## src/hdl/bpg_pkg.sv

```systemverilog
// Shared types, constants and the pattern table of the buzzer pattern generator.
`default_nettype none
package bpg_pkg;

	localparam int unsigned CYCLE_WIDTH = 32;

	localparam logic [3:0] NO_ALARM = 4'd15;

	typedef enum logic {
		OP_TICK  = 1'b0,
		OP_ALARM = 1'b1
	} op_t;

	typedef enum logic [3:0] {
		CODE_STOP          = 4'd0,
		CODE_STARTUP       = 4'd1,
		CODE_SETTING_DONE  = 4'd2,
		CODE_TIME_REACH    = 4'd3,
		CODE_ASSIST        = 4'd4,
		CODE_VOTE_CARD     = 4'd5,
		CODE_TAMPER_ACT    = 4'd6,
		CODE_TAMPER_DETECT = 4'd7,
		CODE_BATTERY_LOW   = 4'd8
	} alarm_code_t;

	typedef struct packed {
		logic       operation;
		logic [3:0] alarm_code;
		logic       tamper_detected;
	} item_t;

	typedef struct packed {
		logic buzzer_level;
		logic pattern_running;
	} result_t;

	typedef struct packed {
		logic [7:0]             on_ticks;
		logic [7:0]             period_ticks;
		logic [CYCLE_WIDTH-1:0] cycles;
		logic                   valid;
	} pattern_t;

	localparam logic [7:0] TAMPER_ON     = 8'd10;
	localparam logic [7:0] TAMPER_PERIOD = 8'd30;

	function automatic pattern_t pattern_lookup(input logic [3:0] code);
		pattern_t p;
		p = '0;
		case (code)
			CODE_STARTUP:       p = '{8'd5, 8'd6, CYCLE_WIDTH'(1), 1'b1};
			CODE_SETTING_DONE:  p = '{8'd10, 8'd20, CYCLE_WIDTH'(3), 1'b1};
			CODE_TIME_REACH:    p = '{8'd20, 8'd21, CYCLE_WIDTH'(1), 1'b1};
			CODE_ASSIST:        p = '{8'd10, 8'd20, CYCLE_WIDTH'(2), 1'b1};
			CODE_VOTE_CARD:     p = '{8'd5, 8'd6, CYCLE_WIDTH'(1), 1'b1};
			CODE_TAMPER_ACT:    p = '{8'd10, 8'd11, CYCLE_WIDTH'(1), 1'b1};
			CODE_TAMPER_DETECT: p = '{8'd10, 8'd11, CYCLE_WIDTH'(3), 1'b1};
			CODE_BATTERY_LOW:   p = '{8'd10, 8'd20, CYCLE_WIDTH'(3), 1'b1};
			default:            p = '0;
		endcase
		return p;
	endfunction

endpackage
`default_nettype wire

```

## src/hdl/bpg_request_if.sv

```systemverilog
// Request channel carrying ticks and alarm requests into the generator.
`default_nettype none
interface bpg_request_if;
	logic       valid;
	logic       ready;
	logic       operation;
	logic [3:0] alarm_code;
	logic       tamper_detected;

	modport source (output valid, output operation, output alarm_code,
		output tamper_detected, input ready);
	modport sink (input valid, input operation, input alarm_code,
		input tamper_detected, output ready);
endinterface
`default_nettype wire

```

## src/hdl/bpg_status_if.sv

```systemverilog
// Status channel carrying the buzzer level and running flag after each request.
`default_nettype none
interface bpg_status_if;
	logic valid;
	logic ready;
	logic buzzer_level;
	logic pattern_running;

	modport source (output valid, output buzzer_level, output pattern_running,
		input ready);
	modport sink (input valid, input buzzer_level, input pattern_running,
		output ready);
endinterface
`default_nettype wire

```

## src/hdl/buzzer_pattern_generator_unit.sv

```systemverilog
// Top level of the buzzer pattern generator: input register, state update, status register.
`default_nettype none
// Each request transaction is either one timer tick or one alarm request and
// yields exactly one status transaction with the buzzer level and running flag
// after that request. A request is captured in an input register; when the
// status side can advance, the pattern state is updated from it and the
// status lands in an output register together with it. One request is taken
// every cycle as long as the status side keeps up; a stalled status holds the
// input register, which then holds the request side.
module buzzer_pattern_generator_unit (
	input wire logic       clk,
	input wire logic       arst_n,
	bpg_request_if.sink    request,
	bpg_status_if.source   status
);
	import bpg_pkg::*;

	logic    item_valid_s1;
	item_t   item_s1;
	logic    status_valid_q;
	result_t status_q;
	result_t next_result;
	logic    advance;

	assign advance       = !status_valid_q || status.ready;
	assign request.ready = !item_valid_s1 || advance;

	always_ff @(posedge clk or negedge arst_n) begin
		if (!arst_n) begin
			item_valid_s1 <= 1'b0;
		end else if (request.ready) begin
			item_valid_s1 <= request.valid;
		end
	end

	always_ff @(posedge clk) begin
		if (request.ready && request.valid) begin
			item_s1.operation       <= request.operation;
			item_s1.alarm_code      <= request.alarm_code;
			item_s1.tamper_detected <= request.tamper_detected;
		end
	end

	bpg_state_unit u_state (
		.clk         (clk),
		.arst_n      (arst_n),
		.update      (item_valid_s1 && advance),
		.item        (item_s1),
		.next_result (next_result)
	);

	always_ff @(posedge clk or negedge arst_n) begin
		if (!arst_n) begin
			status_valid_q <= 1'b0;
		end else if (advance) begin
			status_valid_q <= item_valid_s1;
		end
	end

	always_ff @(posedge clk) begin
		if (advance && item_valid_s1) begin
			status_q <= next_result;
		end
	end

	assign status.valid           = status_valid_q;
	assign status.buzzer_level    = status_q.buzzer_level;
	assign status.pattern_running = status_q.pattern_running;

`ifndef NO_ASSERTIONS
	a_stall_holds_s1 : assert property (@(posedge clk) disable iff (!arst_n)
		item_valid_s1 && !advance |=> item_valid_s1 && $stable(item_s1))
		else $error("queued request lost during a status stall");

	a_status_follows : assert property (@(posedge clk) disable iff (!arst_n)
		item_valid_s1 && advance |=> status_valid_q)
		else $error("processed request produced no status transaction");

	a_ready_when_free : assert property (@(posedge clk) disable iff (!arst_n)
		!item_valid_s1 |-> request.ready)
		else $error("empty input register refused a transaction");
`endif
endmodule
`default_nettype wire

```

## src/hdl/bpg_state_unit.sv

```systemverilog
// Pattern state registers and their combinational update for one tick or alarm.
`default_nettype none
module bpg_state_unit (
	input  wire logic            clk,
	input  wire logic            arst_n,
	input  wire logic            update,
	input  wire bpg_pkg::item_t  item,
	output bpg_pkg::result_t     next_result
);
	import bpg_pkg::*;

	logic                   active_q, active_d;
	logic                   ticking_q, ticking_d;
	logic [7:0]             phase_q, phase_d;
	logic [7:0]             on_q, on_d;
	logic [7:0]             period_q, period_d;
	logic [CYCLE_WIDTH-1:0] cycles_q, cycles_d;
	logic [3:0]             last_q, last_d;

	pattern_t               pat;
	logic [7:0]             phase_dec;
	logic [CYCLE_WIDTH-1:0] cycles_dec;

	always_comb begin
		pat        = pattern_lookup(item.alarm_code);
		phase_dec  = phase_q - 8'd1;
		cycles_dec = cycles_q - CYCLE_WIDTH'(1);

		active_d  = active_q;
		ticking_d = ticking_q;
		phase_d   = phase_q;
		on_d      = on_q;
		period_d  = period_q;
		cycles_d  = cycles_q;
		last_d    = last_q;

		if (item.operation == OP_TICK) begin
			if (ticking_q) begin
				if (cycles_q == '0) begin
					ticking_d = 1'b0;
					last_d    = NO_ALARM;
				end else if (phase_q != 8'd0) begin
					phase_d = phase_dec;
					if (phase_dec == 8'd0) begin
						if (active_q) begin
							active_d = 1'b0;
							phase_d  = period_q - on_q;
						end else begin
							cycles_d = cycles_dec;
							if (cycles_dec != '0) begin
								phase_d  = on_q;
								active_d = 1'b1;
							end
						end
					end
				end
			end
		end else begin
			if (item.alarm_code == CODE_STOP) begin
				ticking_d = 1'b0;
				last_d    = NO_ALARM;
				active_d  = 1'b0;
			end else if (item.alarm_code != last_q) begin
				if (!item.tamper_detected && pat.valid) begin
					active_d  = 1'b1;
					period_d  = pat.period_ticks;
					phase_d   = pat.on_ticks;
					on_d      = pat.on_ticks;
					cycles_d  = pat.cycles;
					ticking_d = 1'b1;
				end else if (item.tamper_detected
						&& item.alarm_code == CODE_TAMPER_DETECT) begin
					active_d  = 1'b1;
					period_d  = TAMPER_PERIOD;
					phase_d   = TAMPER_ON;
					on_d      = TAMPER_ON;
					cycles_d  = '1;
					ticking_d = 1'b1;
				end
				last_d = item.alarm_code;
			end
		end

		next_result.buzzer_level    = active_d;
		next_result.pattern_running = ticking_d;
	end

	always_ff @(posedge clk or negedge arst_n) begin
		if (!arst_n) begin
			active_q  <= 1'b0;
			ticking_q <= 1'b0;
			phase_q   <= '0;
			on_q      <= '0;
			period_q  <= '0;
			cycles_q  <= '0;
			last_q    <= NO_ALARM;
		end else if (update) begin
			active_q  <= active_d;
			ticking_q <= ticking_d;
			phase_q   <= phase_d;
			on_q      <= on_d;
			period_q  <= period_d;
			cycles_q  <= cycles_d;
			last_q    <= last_d;
		end
	end

`ifndef NO_ASSERTIONS
	a_stop_clears : assert property (@(posedge clk) disable iff (!arst_n)
		update && item.operation == OP_ALARM && item.alarm_code == CODE_STOP
		|=> !ticking_q && !active_q && last_q == NO_ALARM)
		else $error("stop request did not silence the buzzer");

	a_idle_tick : assert property (@(posedge clk) disable iff (!arst_n)
		update && item.operation == OP_TICK && !ticking_q
		|=> $stable(active_q) && $stable(cycles_q) && $stable(last_q))
		else $error("tick changed state while stopped");

	a_repeat_ignored : assert property (@(posedge clk) disable iff (!arst_n)
		update && item.operation == OP_ALARM && item.alarm_code != CODE_STOP
		&& item.alarm_code == last_q
		|=> $stable(active_q) && $stable(ticking_q) && $stable(cycles_q))
		else $error("repeated alarm changed the pattern");

	a_hold : assert property (@(posedge clk) disable iff (!arst_n)
		!update |=> $stable(ticking_q) && $stable(phase_q) && $stable(last_q))
		else $error("state changed without a transaction");
`endif
endmodule
`default_nettype wire

```

## src/flat_wrapper.sv

```systemverilog
// flat-port wrapper written by rule: the top's interface ports become plain ports
module buzzer_pattern_generator_unit_flat import bpg_pkg::*;
  (clk, arst_n, request_valid, request_operation, request_alarm_code, request_tamper_detected, request_ready, status_valid, status_buzzer_level, status_pattern_running, status_ready);
  bpg_request_if request_i ();
  bpg_status_if status_i ();
  input wire logic clk;
  input wire logic arst_n;
  input wire logic [$bits(request_i.valid)-1:0] request_valid;
  input wire logic [$bits(request_i.operation)-1:0] request_operation;
  input wire logic [$bits(request_i.alarm_code)-1:0] request_alarm_code;
  input wire logic [$bits(request_i.tamper_detected)-1:0] request_tamper_detected;
  output wire logic [$bits(request_i.ready)-1:0] request_ready;
  output wire logic [$bits(status_i.valid)-1:0] status_valid;
  output wire logic [$bits(status_i.buzzer_level)-1:0] status_buzzer_level;
  output wire logic [$bits(status_i.pattern_running)-1:0] status_pattern_running;
  input wire logic [$bits(status_i.ready)-1:0] status_ready;
  assign request_i.valid = request_valid;
  assign request_i.operation = request_operation;
  assign request_i.alarm_code = request_alarm_code;
  assign request_i.tamper_detected = request_tamper_detected;
  assign request_ready = request_i.ready;
  assign status_valid = status_i.valid;
  assign status_buzzer_level = status_i.buzzer_level;
  assign status_pattern_running = status_i.pattern_running;
  assign status_i.ready = status_ready;
  buzzer_pattern_generator_unit u_core (.clk(clk), .arst_n(arst_n), .request(request_i), .status(status_i));
endmodule
```

## config.mk

```make
export PLATFORM = sky130hd
export DESIGN_NAME = buzzer_pattern_generator_unit_flat
export DESIGN_NICKNAME = d
export VERILOG_FILES = /design/src/hdl/bpg_pkg.sv /design/src/hdl/bpg_request_if.sv /design/src/hdl/bpg_status_if.sv /design/src/hdl/buzzer_pattern_generator_unit.sv /design/src/hdl/bpg_state_unit.sv /design/src/flat_wrapper.sv
export SDC_FILE = /design/constraint.sdc
export NUM_CORES = 1
export LEC_CHECK = 0
export ABC_AREA = 0
export BUFFER_PORTS_ARGS = -buffer_cell sky130_fd_sc_hd__buf_2
export CORE_ASPECT_RATIO = 0.9
export CORE_MARGIN = 2
export CORE_UTILIZATION = 59
export DETAILED_ROUTE_END_ITERATION = 8
export GPL_ROUTABILITY_DRIVEN = 0
export HOLD_SLACK_MARGIN = 0.1
export PLACE_DENSITY = 0.81
export SYNTH_ARGS = -nofsm -noshare
export SYNTH_HDL_FRONTEND = slang
export SYNTH_SLANG_ARGS = --single-unit
```

## constraint.sdc

```tcl
create_clock -name clk -period 3.05 [get_ports clk]
set_input_delay 0.7625 -clock clk [delete_from_list [all_inputs] [get_ports clk]]
set_output_delay 0.7625 -clock clk [all_outputs]
set_load 0.01 [all_outputs]
```

==> results.ini <==
[placed_design]
post-dp-hpwl_mm = 8.33
dp_cells = 670
portBuffers = 13
place_area_mm2 = 0.00501
place_ws_ns = 0.115

[sta]
setup_viol = 0
period_minus_slack_ns = 2.94
fin_ws_ns = 0.113
finalClockSkew_ns = 0.00687
final.setup.tns_ns = 0
whs_ns = 0.471
hold_viol = 0
clock.fmax_mhz = 340
worst_pin_slew_ns = 0.821
slew_headroom_pct = 45.3
fin_crit_sh_pct = 96.3
rsz0062_at_grt = no
maxSlewViolCount = 0

[detailed_routing]
vias_per_cell = 6.40
wl_mm = 12.0
wl_per_cell_um = 17.6
drc_errors = 0
first_iter_violations = 471
dr.pass1.iters = 5
vias = 4388
drtAntennaViolNets = 0

[final_layout]
area_growth_pct = 10.3
layout-drive-gt1-share_pct = 14.8
stdcell_area_mm2 = 0.00528
final_cells = 686
diodes = 0
fin_nets = 609

[grt]
grt_pass1_vias = 3975
antenna_found_initial = 0
grt-ovfl-total = 0
grt_usage_pct = 27.9
grt_max_degree = 50
grt_first_pass_wirelength_mm = 19.6

[synth]
ys_seq_area_share_pct = 40.0
synth_mux_area_share_pct = 1.73
synth_fa_ha_area_share_pct = 4.60
avgSynthCellArea_um2 = 8.45
synth-simple-area-share_pct = 23.2
synth-edff-count = 8
yosys.area_share.xor_xnor_pct = 2.75
synth_flop_cell = dfrtp_1
async_flop_share_pct = 74.0
ys_ff_latch = 77
synth_top_family_by_area = simple AND/OR/NAND/NOR gates
synth_area_mm2 = 0.00478
synth.distinct_cells = 68
synth_compound_area_share_pct = 22.3
yosysWarnings = 0
syn_nets = 593
synth_cells = 566

[die]
num_io_pins = 14
dieWidth_um = 98.9
core_area_mm2 = 0.00795
die-area_mm2 = 0.00885
die_h_um = 89.4
rows = 31
initial_core_util_pct = 60.2

[worst_setup_path]
crit_path_start_kind = flip-flop
cp_max_fo = 49
crit_slowest_cell = dfrtp_1
critical_path_arrival_ns = 3.19
worst_ep_required_time_ns = 3.30
end_kind = flip-flop
criticalPathCategory = flip-flop to flip-flop
cp_cell_sequence = nor4_2, nand4_4, or2_4, o41a_1, o221a_4, o21ai_4, buf_12, nor2_1, o22a_1
max_stage_delay_ns = 0.50

[clock_network]
cts-hold-fix-buffers = 0
cts_buffers = 9
numClockSinks = 77
htree_levels = 3
clkLatencyLatePin_ns = 0.36
clockBufferDepth = 2
clk_pin_slew_ns = 0.09
root_buffer = clkbuf_8
cts_tree = done

[pwr]
power.density_mw_per_mm2 = 806
p_leak_uw = 0.00212
pwr-share-seq_pct = 44.5
ir_drop_mv = 0.409
p_sw_uw = 1810
p_int_uw = 2440
switching_share_pct = 42.6
combPwrFrac_pct = 35.5
pwr-share-clk_pct = 19.9

[flow_run]
maxCapViolations = 0

[hold_path]
hold_class = flip-flop to flip-flop

[status]
outcome = finished clean

==> Yosys cell counts (6+ instances only) <==
library cell | number | area (µm²)
mux2i_1 | 6 | 60.1
o21ai_0 | 49 | 245
o21ai_1 | 8 | 40.0
dfxtp_1 | 12 | 240
xnor2_1 | 11 | 96.3
o31ai_1 | 6 | 45.0
nand3_1 | 16 | 80.1
nor4_1 | 9 | 56.3
ha_1 | 16 | 200
a31oi_1 | 17 | 106
nand4_1 | 6 | 37.5
buf_2 | 8 | 40.0
nand2b_1 | 7 | 43.8
and2_1 | 6 | 37.5
nor3_1 | 21 | 105
a21oi_1 | 50 | 250
nand2_1 | 45 | 169
nor2_1 | 80 | 300
clkbuf_1 | 18 | 67.6
o22a_1 | 10 | 87.6
inv_1 | 25 | 93.8
edfxtp_1 | 8 | 240
dfrtp_1 | 53 | 1330
==> area by class of cell <==
class	count	area [µm²]
clock buffer	9	124
clock inverter	7	90.1
fill	647	2680
inverter	25	93.8
multi-input combinational	430	2660
sequential	77	1910
tap	99	124
timing repair buffer	39	273
==> sequential cells by signal, summed over array words and instances, names as in the netlist <==
register and count:
u_core.item_s1 6, u_core.item_valid_s1 1, u_core.status.buzzer_level 1, u_core.status.pattern_running 1, u_core.status.valid 1, u_core.u_state.active_q 1, u_core.u_state.cycles_q 32, u_core.u_state.last_q 4
u_core.u_state.on_q 4, u_core.u_state.pat 12, u_core.u_state.period_q 5, u_core.u_state.phase_q 8, u_core.u_state.ticking_q 1
==> cells in the final DEF, fill, tap and decap left out, types with 3 or more instances in the layout <==
master	synthesis	final
a21oi_1	50	49
a31oi_1	17	16
and2_1	6	6
buf_2	8	13
buf_4	1	25
clkbuf_8	0	9
dfrtp_1	53	52
dfstp_2	4	4
dfxtp_1	12	12
edfxtp_1	8	8
ha_1	16	15
inv_1	25	25
inv_8	0	3
mux2i_1	6	6
nand2_1	45	45
nand2b_1	7	7
nand3_1	16	15
nand4_1	6	6
nor2_1	80	80
nor2b_1	4	4
nor3_1	21	20
nor4_1	9	8
nor4_2	4	3
nor4_4	2	4
o21ai_0	49	49
o21ai_1	8	8
o22a_1	10	10
o22ai_1	5	5
o31ai_1	6	6
xnor2_1	11	11
xor2_1	4	4
==> cells by family (layout without fill, tap and decap cells) <==
kind of cell	Yosys count	after routing
flip-flops	77	77
XOR/XNOR	15	15
buffers and inverters	59	80
AO/OA/AOI/OAI	171	171
AND/OR/NAND/NOR	219	219
multiplexers	8	8
adder cells (fa/ha/maj)	17	17
==> through the flow <==
step	utilization (%)	total power, µW
after floorplan	-	2880
after global placement	63.0	3230
after detailed placement	63.0	3310
after CTS	65.7	4170
after global routing	66.3	4530
final	66.3	4250
==> metal layers <==
metal,track usage (%),vias to the layer above,wire length (µm)
met3,6.02,28,972
met5,0,-,0
met1,37.7,2070,5200
li1,-,2075,-
met4,6.48,0,174
met2,46.7,215,5690
==> critical path: cells and delay by family (launching register included) <==
kind / cells / cell delay (ns)
AOI/OAI and AO/OA: 4 / 1.06
and+or+nand+nor: 4 / 1.01
DFF: 1 / 0.50
buffers and inverters: 1 / 0.22
==> what timing repair did <==
action,4_1_cts,5_1_grt
setup endpoints to repair,0,33
setup buffers,0,0
resized for setup,0,12
==> power by group through the flow <==
stage               Combinational, µW  Sequential [µW]  Clock (µW)
floorplan                        1230             1650           0
CTS                              1470             1850         856
finish                           1510             1890         847
global route                     1680             1950         897
global placement                 1400             1830           0
detailed placement               1450             1860           0
==> final timing paths <==
path                                                   startpoint                                       to  slack [ns]  cells past startpoint
min in group asynchronous                                  arst_n   u_core.u_state.cycles_q[7]$_DFFE_PN0P_        0.49                      1
max                        u_core.u_state.cycles_q[7]$_DFFE_PN0P_  u_core.u_state.cycles_q[18]$_DFFE_PN0P_        0.11                      9
max reg2reg                u_core.u_state.cycles_q[7]$_DFFE_PN0P_  u_core.u_state.cycles_q[18]$_DFFE_PN0P_        0.11                      9
min reg2reg                     u_core.u_state.pat[33]$_SDFF_PP0_   u_core.u_state.period_q[0]$_DFFE_PN0P_        0.47                      2
max in group asynchronous                                  arst_n     u_core.u_state.last_q[3]$_DFFE_PN1P_        1.79                      2
min                             u_core.u_state.pat[33]$_SDFF_PP0_   u_core.u_state.period_q[0]$_DFFE_PN0P_        0.47                      2
No activity file was read; power rests on OpenSTA's default activity.
